## config.mk

```make
export PLATFORM = sky130hd
export DESIGN_NAME = chebyshev_series_evaluator
export DESIGN_NICKNAME = d
export VERILOG_FILES = /design/src/rtl/cse_pkg.sv /design/src/rtl/cse_ram.sv /design/src/rtl/cse_ctrl.sv /design/src/rtl/cse_datapath.sv /design/src/rtl/chebyshev_series_evaluator.sv
export VERILOG_INCLUDE_DIRS = /design/src /design/src/rtl
export SDC_FILE = /design/constraint.sdc
export NUM_CORES = 2
export LEC_CHECK = 0
export ABC_AREA = 1
export BUFFER_PORTS_ARGS = -buffer_cell sky130_fd_sc_hd__buf_4
export CORE_MARGIN = 2
export CORE_UTILIZATION = 45
export DETAILED_ROUTE_END_ITERATION = 16
export SYNTH_ARGS = -nofsm -noshare
export SYNTH_HDL_FRONTEND = slang
export SYNTH_SLANG_ARGS = --single-unit
```

## constraint.sdc

```tcl
create_clock -name clk -period 7 [get_ports clk]
set_clock_uncertainty 0.15 [all_clocks]
set_input_delay 0 -clock clk [delete_from_list [all_inputs] [get_ports clk]]
set_output_delay 0 -clock clk [all_outputs]
set_load 0.005 [all_outputs]
```

## src/rtl/chebyshev_series_evaluator_defines.svh

```systemverilog
// ----------------------------------------------------------------------------
// Chebyshev series evaluator: assertion macros
// Concurrent assertion wrappers on clk with rst_n; empty under synthesis.
// ----------------------------------------------------------------------------
`ifndef CHEBYSHEV_SERIES_EVALUATOR_DEFINES_SVH
`define CHEBYSHEV_SERIES_EVALUATOR_DEFINES_SVH

`ifndef SYNTHESIS

// same-cycle implication
`define CSE_ASSERT_NOW(lbl, ante, cons) \
  lbl: assert property (@(posedge clk) disable iff (!rst_n) (ante) |-> (cons)) \
    else $error("cse: assertion failed");

// next-cycle implication
`define CSE_ASSERT_NEXT(lbl, ante, cons) \
  lbl: assert property (@(posedge clk) disable iff (!rst_n) (ante) |=> (cons)) \
    else $error("cse: assertion failed");

`else

`define CSE_ASSERT_NOW(lbl, ante, cons)
`define CSE_ASSERT_NEXT(lbl, ante, cons)

`endif

`endif

```

## src/rtl/cse_pkg.sv

```systemverilog
// ----------------------------------------------------------------------------
// cse_pkg
// Shared widths, codes and the controller-to-datapath command bundle.
// ----------------------------------------------------------------------------
package cse_pkg;

  // field widths
  localparam int TC_W    = 7;
  localparam int IDX_W   = 6;
  localparam int COEF_W  = 32;
  localparam int POINT_W = 18;
  localparam int TERM_W  = 48;
  localparam int SPLIT_W = 24;
  localparam int MUL_W   = POINT_W + SPLIT_W + 1;

  localparam logic [TC_W-1:0] TC_RESET = TC_W'(1);

  // operation codes
  localparam logic OP_LOAD = 1'b0;
  localparam logic OP_EVAL = 1'b1;

  // saturation bounds
  localparam logic signed [TERM_W-1:0] TERM_MAX = {1'b0, {(TERM_W-1){1'b1}}};
  localparam logic signed [TERM_W-1:0] TERM_MIN = {1'b1, {(TERM_W-1){1'b0}}};
  localparam logic signed [COEF_W-1:0] COEF_MAX = {1'b0, {(COEF_W-1){1'b1}}};
  localparam logic signed [COEF_W-1:0] COEF_MIN = {1'b1, {(COEF_W-1){1'b0}}};

  // datapath commands
  typedef struct packed {
    logic start;
    logic ld_u1;
    logic ld_u2;
    logic t_ld;
    logic mul_lo;
    logic mul_hi;
    logic prod;
    logic acc;
    logic out_ld;
    logic single;
  } cse_cmd_t;

endpackage

```

## src/rtl/cse_ram.sv

```systemverilog
// ----------------------------------------------------------------------------
// cse_ram
// Generic single-write, single-read RAM with registered read data.
// ----------------------------------------------------------------------------
module cse_ram #(
  parameter int WIDTH = 32,
  parameter int DEPTH = 64,
  localparam int AW = (DEPTH > 1) ? $clog2(DEPTH) : 1
) (
  input  logic             clk,
  input  logic             wr_en,
  input  logic [AW-1:0]    wr_addr,
  input  logic [WIDTH-1:0] wr_data,
  input  logic             rd_en,
  input  logic [AW-1:0]    rd_addr,
  output logic [WIDTH-1:0] rd_data
);

  logic [WIDTH-1:0] mem [DEPTH];
  logic [WIDTH-1:0] rd_data_r;

  // write port and registered read port
  always_ff @(posedge clk) begin
    if (wr_en) begin
      mem[wr_addr] <= wr_data;
    end
    if (rd_en) begin
      rd_data_r <= mem[rd_addr];
    end
  end

  assign rd_data = rd_data_r;

endmodule

```

## src/rtl/cse_ctrl.sv

```systemverilog
// ----------------------------------------------------------------------------
// cse_ctrl
// Sequencer for the Clenshaw recurrence: handshakes, term count register,
// coefficient store addressing and datapath commands.
// ----------------------------------------------------------------------------
module cse_ctrl #(
  parameter int MAX_TERMS = 64,
  localparam int AW = (MAX_TERMS > 1) ? $clog2(MAX_TERMS) : 1
) (
  input  logic                      clk,
  input  logic                      rst_n,
  input  logic                      cfg_we,
  input  logic [cse_pkg::TC_W-1:0]  cfg_wdata,
  input  logic                      in_valid,
  output logic                      in_ready,
  input  logic                      in_operation,
  input  logic [cse_pkg::IDX_W-1:0] in_coef_index,
  output logic                      out_valid,
  input  logic                      out_ready,
  output logic                      ram_we,
  output logic [AW-1:0]             ram_waddr,
  output logic                      ram_re,
  output logic [AW-1:0]             ram_raddr,
  output cse_pkg::cse_cmd_t         cmd
);
  import cse_pkg::*;

  localparam int CW = ($clog2(MAX_TERMS + 1) > TC_W) ? $clog2(MAX_TERMS + 1) : TC_W;

  localparam logic [2:0] S_IDLE = 3'd0;
  localparam logic [2:0] S_LD1  = 3'd1;
  localparam logic [2:0] S_LD2  = 3'd2;
  localparam logic [2:0] S_MLO  = 3'd3;
  localparam logic [2:0] S_MHI  = 3'd4;
  localparam logic [2:0] S_PROD = 3'd5;
  localparam logic [2:0] S_ACC  = 3'd6;
  localparam logic [2:0] S_DONE = 3'd7;

  logic [2:0]      state_r, state_nxt;
  logic [TC_W-1:0] term_count_r;
  logic [CW-1:0]   n_r, n_nxt, k_r, k_nxt;
  logic [CW-1:0]   tc_w, n_eff, idx_w;
  logic [CW-1:0]   a_first, a_second, a_third, k_dec;
  logic            final_r, final_nxt;
  logic            single_r, single_nxt;
  logic            out_valid_r, out_valid_nxt;
  logic            accept;

  assign in_ready  = (state_r == S_IDLE);
  assign accept    = in_valid && in_ready;
  assign out_valid = out_valid_r;

  // effective term count, clamped to 1..MAX_TERMS
  assign tc_w = CW'(term_count_r);
  always_comb begin
    priority if (tc_w == '0) begin
      n_eff = CW'(1);
    end else if (tc_w > CW'(MAX_TERMS)) begin
      n_eff = CW'(MAX_TERMS);
    end else begin
      n_eff = tc_w;
    end
  end

  // coefficient load, out-of-range index dropped
  assign idx_w     = CW'(in_coef_index);
  assign ram_we    = accept && (in_operation == OP_LOAD) && (idx_w < CW'(MAX_TERMS));
  assign ram_waddr = idx_w[AW-1:0];

  // read addresses
  assign a_first  = n_eff - CW'(1);
  assign a_second = n_r - CW'(2);
  assign a_third  = n_r - CW'(3);
  assign k_dec    = k_r - CW'(1);

  // sequencer
  always_comb begin
    state_nxt  = state_r;
    n_nxt      = n_r;
    k_nxt      = k_r;
    final_nxt  = final_r;
    single_nxt = single_r;
    ram_re     = 1'b0;
    ram_raddr  = '0;
    cmd        = '0;
    cmd.single = single_r;
    unique case (state_r)
      S_IDLE: begin
        if (accept && (in_operation == OP_EVAL)) begin
          cmd.start  = 1'b1;
          n_nxt      = n_eff;
          single_nxt = 1'b0;
          final_nxt  = 1'b0;
          ram_re     = 1'b1;
          ram_raddr  = a_first[AW-1:0];
          state_nxt  = S_LD1;
        end
      end
      S_LD1: begin
        cmd.ld_u1 = 1'b1;
        if (n_r == CW'(1)) begin
          single_nxt = 1'b1;
          state_nxt  = S_DONE;
        end else begin
          ram_re    = 1'b1;
          ram_raddr = a_second[AW-1:0];
          state_nxt = S_LD2;
        end
      end
      S_LD2: begin
        cmd.ld_u2 = 1'b1;
        if (n_r == CW'(2)) begin
          final_nxt = 1'b1;
        end else begin
          k_nxt     = a_third;
          ram_re    = 1'b1;
          ram_raddr = a_third[AW-1:0];
        end
        state_nxt = S_MLO;
      end
      S_MLO: begin
        cmd.mul_lo = 1'b1;
        cmd.t_ld   = !final_r;
        state_nxt  = S_MHI;
      end
      S_MHI: begin
        cmd.mul_hi = 1'b1;
        state_nxt  = S_PROD;
      end
      S_PROD: begin
        cmd.prod  = 1'b1;
        state_nxt = final_r ? S_DONE : S_ACC;
      end
      S_ACC: begin
        cmd.acc = 1'b1;
        if (k_r == '0) begin
          final_nxt = 1'b1;
        end else begin
          k_nxt     = k_dec;
          ram_re    = 1'b1;
          ram_raddr = k_dec[AW-1:0];
        end
        state_nxt = S_MLO;
      end
      S_DONE: begin
        if (!out_valid_r || out_ready) begin
          cmd.out_ld = 1'b1;
          state_nxt  = S_IDLE;
        end
      end
    endcase
  end

  // output beat holding
  always_comb begin
    priority if (cmd.out_ld) begin
      out_valid_nxt = 1'b1;
    end else if (out_ready) begin
      out_valid_nxt = 1'b0;
    end else begin
      out_valid_nxt = out_valid_r;
    end
  end

  // control registers
  always_ff @(posedge clk) begin
    if (!rst_n) begin
      state_r      <= S_IDLE;
      term_count_r <= TC_RESET;
      n_r          <= '0;
      k_r          <= '0;
      final_r      <= 1'b0;
      single_r     <= 1'b0;
      out_valid_r  <= 1'b0;
    end else begin
      state_r     <= state_nxt;
      n_r         <= n_nxt;
      k_r         <= k_nxt;
      final_r     <= final_nxt;
      single_r    <= single_nxt;
      out_valid_r <= out_valid_nxt;
      if (cfg_we) begin
        term_count_r <= cfg_wdata;
      end
    end
  end

endmodule

```

## src/rtl/cse_datapath.sv

```systemverilog
// ----------------------------------------------------------------------------
// cse_datapath
// Running terms, shared split multiplier, saturating adders and the result
// register for the Clenshaw recurrence.
// ----------------------------------------------------------------------------
module cse_datapath #(
  parameter int FRAC_BITS = 16
) (
  input  logic                               clk,
  input  cse_pkg::cse_cmd_t                  cmd,
  input  logic signed [cse_pkg::POINT_W-1:0] in_point,
  input  logic                               in_batch_last,
  input  logic signed [cse_pkg::COEF_W-1:0]  coef_rd,
  output logic signed [cse_pkg::COEF_W-1:0]  out_series_value,
  output logic                               out_overflow,
  output logic                               out_last
);
  import cse_pkg::*;

  localparam int PROD_W = MUL_W + 1 + SPLIT_W - FRAC_BITS;
  localparam int SUM_W  = ((PROD_W + 1 > TERM_W) ? PROD_W + 1 : TERM_W) + 1;

  logic signed [POINT_W-1:0]   x_r;
  logic                        last_r;
  logic signed [TERM_W-1:0]    u1_r, u2_r, t_r;
  logic signed [TERM_W-1:0]    u1_nxt, t_nxt;
  logic signed [MUL_W-1:0]     p_lo_r, p_hi_r, mul_res;
  logic signed [SPLIT_W:0]     mul_opnd;
  logic signed [PROD_W-1:0]    prod_r, prod_nxt;
  logic signed [TERM_W:0]      t_diff;
  logic signed [SUM_W-1:0]     acc_sum, fin_sum;
  logic [SUM_W-TERM_W:0]       acc_top;
  logic [SUM_W-COEF_W:0]       fin_top;
  logic signed [COEF_W-1:0]    y_nxt;
  logic                        t_sat, acc_sat, y_sat;
  logic                        ovf_r, ovf_nxt;
  logic signed [COEF_W-1:0]    series_r;
  logic                        overflow_r, last_out_r;

  // shared multiplier: point times low or high half of u1
  assign mul_opnd = cmd.mul_hi ? $signed({u1_r[TERM_W-1], u1_r[TERM_W-1:SPLIT_W]})
                               : $signed({1'b0, u1_r[SPLIT_W-1:0]});
  assign mul_res  = x_r * mul_opnd;

  // recombine halves, floor shift by FRAC_BITS
  assign prod_nxt = (PROD_W'(p_hi_r) <<< (SPLIT_W - FRAC_BITS))
                  + PROD_W'(p_lo_r >>> FRAC_BITS);

  // t = c[k] - u1, saturated to term width
  assign t_diff = (TERM_W+1)'(coef_rd) - (TERM_W+1)'(u1_r);
  assign t_sat  = t_diff[TERM_W] ^ t_diff[TERM_W-1];
  assign t_nxt  = t_sat ? (t_diff[TERM_W] ? TERM_MIN : TERM_MAX) : t_diff[TERM_W-1:0];

  // u1 = u2 + 2*x*u1, saturated to term width
  assign acc_sum = SUM_W'(u2_r) + (SUM_W'(prod_r) <<< 1);
  assign acc_top = acc_sum[SUM_W-1:TERM_W-1];
  assign acc_sat = !((&acc_top) || !(|acc_top));
  assign u1_nxt  = acc_sat ? (acc_sum[SUM_W-1] ? TERM_MIN : TERM_MAX)
                           : acc_sum[TERM_W-1:0];

  // y = x*u1 + u2, saturated to result width
  assign fin_sum = SUM_W'(u2_r) + SUM_W'(prod_r);
  assign fin_top = fin_sum[SUM_W-1:COEF_W-1];
  assign y_sat   = !((&fin_top) || !(|fin_top));
  assign y_nxt   = y_sat ? (fin_sum[SUM_W-1] ? COEF_MIN : COEF_MAX)
                         : fin_sum[COEF_W-1:0];

  // sticky overflow for the current point
  assign ovf_nxt = cmd.start ? 1'b0
                 : (ovf_r || (cmd.t_ld && t_sat) || (cmd.acc && acc_sat));

  // working registers
  always_ff @(posedge clk) begin
    if (cmd.start) begin
      x_r    <= in_point;
      last_r <= in_batch_last;
    end
    priority if (cmd.ld_u1) begin
      u1_r <= TERM_W'(coef_rd);
    end else if (cmd.acc) begin
      u1_r <= u1_nxt;
    end
    priority if (cmd.ld_u2) begin
      u2_r <= TERM_W'(coef_rd);
    end else if (cmd.acc) begin
      u2_r <= t_r;
    end
    if (cmd.t_ld) begin
      t_r <= t_nxt;
    end
    if (cmd.mul_lo) begin
      p_lo_r <= mul_res;
    end
    if (cmd.mul_hi) begin
      p_hi_r <= mul_res;
    end
    if (cmd.prod) begin
      prod_r <= prod_nxt;
    end
    ovf_r <= ovf_nxt;
  end

  // result register
  always_ff @(posedge clk) begin
    if (cmd.out_ld) begin
      series_r   <= cmd.single ? u1_r[COEF_W-1:0] : y_nxt;
      overflow_r <= cmd.single ? 1'b0 : (ovf_r || y_sat);
      last_out_r <= last_r;
    end
  end

  assign out_series_value = series_r;
  assign out_overflow     = overflow_r;
  assign out_last         = last_out_r;

endmodule

```

## src/rtl/chebyshev_series_evaluator.sv

```systemverilog
// ----------------------------------------------------------------------------
// chebyshev_series_evaluator
// Fixed-point Chebyshev series evaluation by Clenshaw's recurrence, with a
// coefficient store loaded through the input channel.
//
//   channel  direction  beat contents
//   in_      input      operation, coef_index, coef_value, point, batch_last
//   out_     output     series_value, overflow, last
//   cfg_     input      term_count write
//
// A load beat is written to the store as it is accepted. A point over n terms
// gives its result and frees the input in the same cycle; each term uses the
// one shared 18x25 multiplier twice, then a recombine and a saturating add.
// Reset is synchronous, active low; term_count returns to 1. The store is not
// cleared. A stalled result holds the sequencer in its last step; loads and
// a new point are taken only once it is back in idle.
// ----------------------------------------------------------------------------
`include "chebyshev_series_evaluator_defines.svh"

module chebyshev_series_evaluator #(
  parameter int MAX_TERMS = 64,
  parameter int FRAC_BITS = 16
) (
  input  logic                               clk,
  input  logic                               rst_n,
  input  logic                               cfg_we,
  input  logic [cse_pkg::TC_W-1:0]           cfg_wdata,
  input  logic                               in_valid,
  output logic                               in_ready,
  input  logic                               in_operation,
  input  logic [cse_pkg::IDX_W-1:0]          in_coef_index,
  input  logic signed [cse_pkg::COEF_W-1:0]  in_coef_value,
  input  logic signed [cse_pkg::POINT_W-1:0] in_point,
  input  logic                               in_batch_last,
  output logic                               out_valid,
  input  logic                               out_ready,
  output logic signed [cse_pkg::COEF_W-1:0]  out_series_value,
  output logic                               out_overflow,
  output logic                               out_last
);
  import cse_pkg::*;

  localparam int AW = (MAX_TERMS > 1) ? $clog2(MAX_TERMS) : 1;

  cse_cmd_t              cmd;
  logic                  ram_we, ram_re;
  logic [AW-1:0]         ram_waddr, ram_raddr;
  logic [COEF_W-1:0]     ram_rdata;

  // sequencer
  cse_ctrl #(
    .MAX_TERMS (MAX_TERMS)
  ) u_ctrl (
    .clk           (clk),
    .rst_n         (rst_n),
    .cfg_we        (cfg_we),
    .cfg_wdata     (cfg_wdata),
    .in_valid      (in_valid),
    .in_ready      (in_ready),
    .in_operation  (in_operation),
    .in_coef_index (in_coef_index),
    .out_valid     (out_valid),
    .out_ready     (out_ready),
    .ram_we        (ram_we),
    .ram_waddr     (ram_waddr),
    .ram_re        (ram_re),
    .ram_raddr     (ram_raddr),
    .cmd           (cmd)
  );

  // coefficient store
  cse_ram #(
    .WIDTH (COEF_W),
    .DEPTH (MAX_TERMS)
  ) u_coef_ram (
    .clk     (clk),
    .wr_en   (ram_we),
    .wr_addr (ram_waddr),
    .wr_data (in_coef_value),
    .rd_en   (ram_re),
    .rd_addr (ram_raddr),
    .rd_data (ram_rdata)
  );

  // arithmetic
  cse_datapath #(
    .FRAC_BITS (FRAC_BITS)
  ) u_datapath (
    .clk              (clk),
    .cmd              (cmd),
    .in_point         (in_point),
    .in_batch_last    (in_batch_last),
    .coef_rd          ($signed(ram_rdata)),
    .out_series_value (out_series_value),
    .out_overflow     (out_overflow),
    .out_last         (out_last)
  );

  // checks
  `CSE_ASSERT_NEXT(a_eval_leaves_idle, in_valid && in_ready && (in_operation == OP_EVAL), !in_ready)
  `CSE_ASSERT_NEXT(a_load_stays_idle, in_valid && in_ready && (in_operation == OP_LOAD), in_ready)
  `CSE_ASSERT_NOW(a_result_slot_free, cmd.out_ld, !out_valid || out_ready)
  `CSE_ASSERT_NOW(a_no_load_while_busy, ram_we, in_ready && !ram_re)
  `CSE_ASSERT_NEXT(a_result_shown, cmd.out_ld, out_valid && in_ready)

endmodule
```

# Yosys cells after proc, flatten, opt, wreduce, memory -nomap -nowiden
# Memory sizes are Yosys's and may differ from the RTL's. A register that Yosys moved wholly into a read port is not among the register bits.
# Index checks and enable logic that the tools add are counted.
[totals]
reg_bits = 363
ramBits = 2048
in_bits = 70
output_inout_bits = 36
n_memories = 1
[op_classes]
addsub = 8
multipliers = 1
order_cmp = 2
n_eq_ne = 16
muxes = 51
bitwise_logic = 2
reduce_logical = 37
[mem_list]
columns = ["memory", "words", "word_bits", "read_ports", "rd_ports_with_merged_regs", "write_ports", "line", "source"]
rows = [
  ["u_coef_ram.mem", 64, 32, 1, 1, 1, "cse_ram.sv:19", "logic [WIDTH-1:0] mem [DEPTH];"],
]
[op_table]
columns = ["operator", "n"]
rows = [
  ["2-to-1 mux 48 bit", 8],
  ["2-to-1 mux 32 bit", 3],
  ["adder 48 x 53 -> 54 bit", 1],
  ["adder 48 x 52 -> 53 bit", 1],
  ["adder 51 x 27 -> 52 bit", 1],
  ["subtractor 32 x 48 -> 49 bit", 1],
  ["multiplier 18 x 25 -> 43 bit", 1],
  ["2-to-1 mux 7 bit", 4],
  ["2-to-1 mux 25 bit", 1],
  ["2-to-1 mux 6 bit", 4],
  ["case mux 6 bit (4 select lines)", 1],
  ["AND reduction 23 bit", 1],
  ["OR reduction 23 bit", 1],
  ["2-to-1 mux 1 bit", 21],
  ["case mux 3 bit (7 select lines)", 1],
  ["logical NOT 7 bit", 2],
  ["case mux 7 bit (2 select lines)", 1],
  ["== test 3 bit, second input constant", 4],
  ["nonzero test 2 bit", 5],
  ["2-to-1 mux 3 bit", 3],
  ["!= test 2 x 1 -> 1 bit, second input constant", 4],
  ["== test 7 x 1 -> 1 bit, second input constant", 1],
  ["== test 7 x 2 -> 1 bit, second input constant", 1],
  ["> comparator 7 bit, second input constant", 1],
  ["other kinds (25)", 45],
]

# Longest topological paths before layout
[logic_depth]
word_depth = 7
ltp_mapped = 35
ltp_nobuf = 33

# Modules after synthesis
# A second synthesis with hierarchy kept.
[hier_totals]
hier_cells = 12701
hier_area_um2 = 127100.6
[by_module_without_submodules]
columns = ["mod", "n_inst", "cells_per_inst", "area_each_um2"]
rows = [
  ["cse_ram", 1, 6769, 83058.4],
  ["cse_datapath", 1, 5628, 42069.1],
  ["cse_ctrl", 1, 304, 1973.1],
]

# Worst setup path after synthesis
# No wires, ideal clock.
[synth_timing]
kind = "register to register"
start = "register u_ctrl.state_r[1]"
end = "register u_datapath.p_hi_r[41] (data pin)"
arrival_time_ps = 7193
slack_ps = -609
stages_incl_launch_ff = 31
path_buffers = 3
period_less_slack_ps = 7609
path_cell_list = "dfxtp_1 inv_1 ha_1 nand2_1 clkbuf_1 clkbuf_1 inv_1 o21ai_0 clkbuf_1 nand2_1 fa_1 inv_1 fa_1 inv_1 fa_1 inv_1 fa_1 fa_1 inv_1 fa_1 inv_1 ha_1 a21oi_1 inv_1 o21ai_0 o211ai_1 a21oi_1 nand2_1 nand2_1 a21oi_1 xor2_1"
[synth_via]
elab_chain_len = 4
[synth_lines]
columns = ["element", "line", "source"]
rows = [
  ["start: declaration", "cse_ctrl.sv:39", "logic [2:0] state_r, state_nxt;"],
  ["start signal: assignment", "cse_ctrl.sv:176", "state_r <= state_nxt;"],
  ["== test 3 bit", "cse_ctrl.sv:87", "unique case (state_r)"],
  ["2-to-1 mux 1 bit", "cse_ctrl.sv:87", ""],
  ["2-to-1 mux 25 bit", "cse_datapath.sv:41", "assign mul_opnd = cmd.mul_hi ? $signed({u1_r[TERM_W-1], u1_r[TERM_W-1:SPLIT_W]})"],
  ["multiplier 18 x 25 -> 43 bit", "cse_datapath.sv:43", "assign mul_res = x_r * mul_opnd;"],
  ["net u_datapath.mul_res[41]", "cse_datapath.sv:27", "logic signed [MUL_W-1:0] p_lo_r, p_hi_r, mul_res;"],
  ["end signal: assignment", "cse_datapath.sv:95", "p_hi_r <= mul_res;"],
  ["end: declaration", "cse_datapath.sv:27", ""],
]
# The timed path passes the listed nets, and every way through them passes these cells.
# A chain may end at the register's enable or synchronous reset.

# Worst setup path in the final report
[layout_timing]
start = "register u_ctrl.state_r[0]"
end = "register u_datapath.p_lo_r[31] (data pin)"
[layout_via]
elab_chain_len = 4
[layout_lines]
columns = ["element", "line", "source"]
rows = [
  ["== test 3 bit", "cse_ctrl.sv:87", ""],
  ["2-to-1 mux 1 bit", "cse_ctrl.sv:87", ""],
  ["2-to-1 mux 25 bit", "cse_datapath.sv:41", ""],
  ["multiplier 18 x 25 -> 43 bit", "cse_datapath.sv:43", ""],
  ["net u_datapath.mul_res[31]", "cse_datapath.sv:27", ""],
  ["end signal: assignment", "cse_datapath.sv:92", "p_lo_r <= mul_res;"],
  ["end: declaration", "cse_datapath.sv:27", ""],
]
# The timed path passes the listed nets, and every way through them passes these cells.

==> results.ini <==
[final_layout]
multiInputGateArea_um2=48010
drive_gt1_share_pct=9.554
layout_commonest_cell=nand2_1
final_nets=13597
register_area_um2=72600
layout_common_cells=nand2_1 (3057), edfxtp_1 (2399), inv_1 (1600)
fillers=25305
utilization_pct=51.25
area_growth_syn_to_layout_pct=13.52

[cts]
clock_latency_ns=0.90
cts_buffers=269
cts.sink_count=2427
cts-root-buf=clkbuf_16
h-tree-depth=5
cts_buffer_depth=4
cts_tree=done
path_clk_slew_ns=0.06

[route]
wl_met2_um=199600
initialDrtViolationCount=8995
ant_nets=0
drc=0
drt-pass1-iter-count=6
wire_per_inst_um=24.75
avgViaCountPerCell=5.508
detailroute.wirelength.met3_um=24830
drt_wl_total_um=414500
highest_layer=met5
via_count=92257
met1Wirelength_um=170900

[global_route]
grt_pass1_vias=90690
antenna_found_initial=11
grt.total_usage_pct=28.02
grt_pass1_wl_um=604100
grt_max_degree=148
overflow=0

[run]
maxCapViolations=0

[placement]
post-dp-hpwl_um=282800
port_buffers=105
finalWeightedCongestion=0.9992

[outcome]
status=completed

[setup_path]
cpMostUsedCell=fa_1
max_stage_delay_ns=0.55
slowest_stage=fa_1
start_kind=flop
required_ns=7.47
crit_type=reg -> reg
endpoint_kind=flop
critPathArrivalTime_ns=7.22
critPathMaxFanout=10

[sta]
relSlewSlack_pct=13.87
period_share_pct=96.35
finalSetupViolations=0
hold_viol_final=0
whs_ns=0.07836
worst_pin_slew_ns=1.291
period_needed_ns=6.745
max_freq_mhz=148.3
drv_slew=0

[logic_synthesis]
synth_cells=12394
ys_ff_latch=2427
syn_nets=13218
syn_area_um2=128500
async_flop_share_pct=0
synth-main-ff-cell=edfxtp_1
syn-mean-instance-area_um2=10.37
synth-seq-area-share_pct=56.48
ys_warn_count=0
ys_types=61
synth_edf_count=2399

[die]
initial_core_util_pct=45.14
rows=196
die_w_um=538.4
dieArea_um2=289900
core_um2=284700
boundaryPins=106
fp.dieH_um=538.4

[hold_path]
min_path_type=in -> reg

==> final timing paths <==
check / from / to / slack [ns] / depth (start not counted)
setup reg to reg: u_ctrl.state_r[0] / u_datapath.p_lo_r[31] / 0.26 / 28
setup / recovery: u_ctrl.state_r[0] / u_datapath.p_lo_r[31] / 0.26 / 28
hold / removal: in_coef_value[17] / u_coef_ram.mem[4][17] / 0.08 / 2
hold reg to reg: u_datapath.p_lo_r[16] / u_datapath.prod_r[0] / 0.27 / 0
==> per-stage QoR <==
step | TNS (ns) | instance area, um2 | std cells | setup WS, ns
6_report | 0 | 145900 | 16750 | 0.2552
4_1_cts | 0 | 145500 | 16719 | 0.004682
3_5_place_dp | -2.707 | 135900 | 16133 | -0.1839
5_1_grt | -0.1625 | 145900 | 16743 | -0.04662
2_1_floorplan | 0 | 128600 | 12394 | 0.0009583
3_3_place_gp | -1.495 | 135900 | 16133 | -0.1244
==> timing repair <==
| action | CTS | global route |
|---|---|---|
| setup buffers | 0 | 18 |
| hold buffers | 109 | 0 |
| endpoints found under the setup margin | 36 | 54 |
| cloned | 0 | 4 |
| hold endpoints to repair | 2337 | 0 |
| resized for setup | 16 | 79 |
| pin swaps | 0 | 13 |
==> flip-flops by register name, summed over array words and instances (netlist names) <==
signal	count
u_coef_ram.mem	2048
u_coef_ram.rd_data	32
u_ctrl.final_r	1
u_ctrl.k_r	7
u_ctrl.n_r	7
u_ctrl.out_valid	1
u_ctrl.single_r	1
u_ctrl.state_r	3
u_ctrl.tc_w	7
u_datapath.last_r	1
u_datapath.out_last	1
u_datapath.out_overflow	1
u_datapath.out_series_value	32
u_datapath.ovf_r	1
u_datapath.p_hi_r	43
u_datapath.p_lo_r	27
u_datapath.prod_r	52
u_datapath.t_r	48
u_datapath.u1_r	48
u_datapath.u2_r	48
u_datapath.x_r	18
==> area by class of cell <==
type / count / area share (%)
Sequential cell: 2427 / 49.76
Multi-Input combinational cell: 7764 / 32.91
Clock buffer: 341 / 4.901
Inverter: 1638 / 4.249
Timing Repair Buffer: 672 / 4.101
Tap cell: 3762 / 3.226
Clock inverter: 136 / 0.8421
Antenna cell: 9 / 0.01543
Timing Repair inverter: 1 / 0.003430
==> layer usage <==
layer  global-route usage, %  vias to the layer above
li1                        -                    42823
met1                   36.91                    45482
met2                   46.90                     3247
met3                   3.358                      697
met4                   11.84                        8
met5                       0                        -
==> cell usage after synthesis (6+ instances only) <==
| cell | n | area [um2] |
|---|---|---|
| nand2_1 | 3063 | 11500 |
| edfxtp_1 | 2399 | 72040 |
| inv_1 | 1624 | 6096 |
| nand3_1 | 1112 | 5565 |
| o211ai_1 | 843 | 6329 |
| nor2_1 | 621 | 2331 |
| fa_1 | 445 | 8909 |
| a21oi_1 | 314 | 1572 |
| buf_2 | 313 | 1567 |
| ha_1 | 309 | 3866 |
| o21ai_0 | 207 | 1036 |
| or2_1 | 198 | 1239 |
| clkbuf_1 | 185 | 694.4 |
| xor2_1 | 126 | 1104 |
| or2_2 | 125 | 782.0 |
| xnor2_1 | 89 | 779.5 |
| nand4_1 | 51 | 319.1 |
| buf_1 | 43 | 161.4 |
| a31oi_1 | 42 | 262.8 |
| nor3_1 | 39 | 195.2 |
| dfxtp_1 | 28 | 560.5 |
| o21bai_1 | 26 | 195.2 |
| o21a_1 | 21 | 157.7 |
| o21ai_1 | 19 | 95.09 |
| a21o_1 | 18 | 135.1 |
| buf_4 | 13 | 97.59 |
| nor4_1 | 13 | 81.33 |
| a21boi_0 | 12 | 90.09 |
| buf_6 | 10 | 112.6 |
| inv_2 | 10 | 37.54 |
| nor2_2 | 7 | 43.79 |
| a211oi_1 | 6 | 45.04 |
| o31ai_1 | 6 | 45.04 |
==> critical path: cells and delay by family (launching register included) <==
family | cells | cell delay [ns]
AOI/OAI and AO/OA | 6 | 1.02
xor gates and xnor gates | 1 | 0.14
adders and majority gates | 8 | 3.42
buffers and inverters | 11 | 1.24
DFF | 1 | 0.34
and+or+nand+nor | 2 | 0.16
==> cells by family after synthesis <==
logic type | share of synthesized area [%]
AND/OR/NAND/NOR | 17.33
flip-flops | 56.48
buffers and inverters | 6.836
AO/OA/AOI/OAI | 7.936
adder cells (fa/ha/maj) | 9.939
XOR/XNOR | 1.465
multiplexers | 0.007788
Power is not shown: default switching activity piles up to over one toggle a cycle in this logic, so the estimate is an artifact.
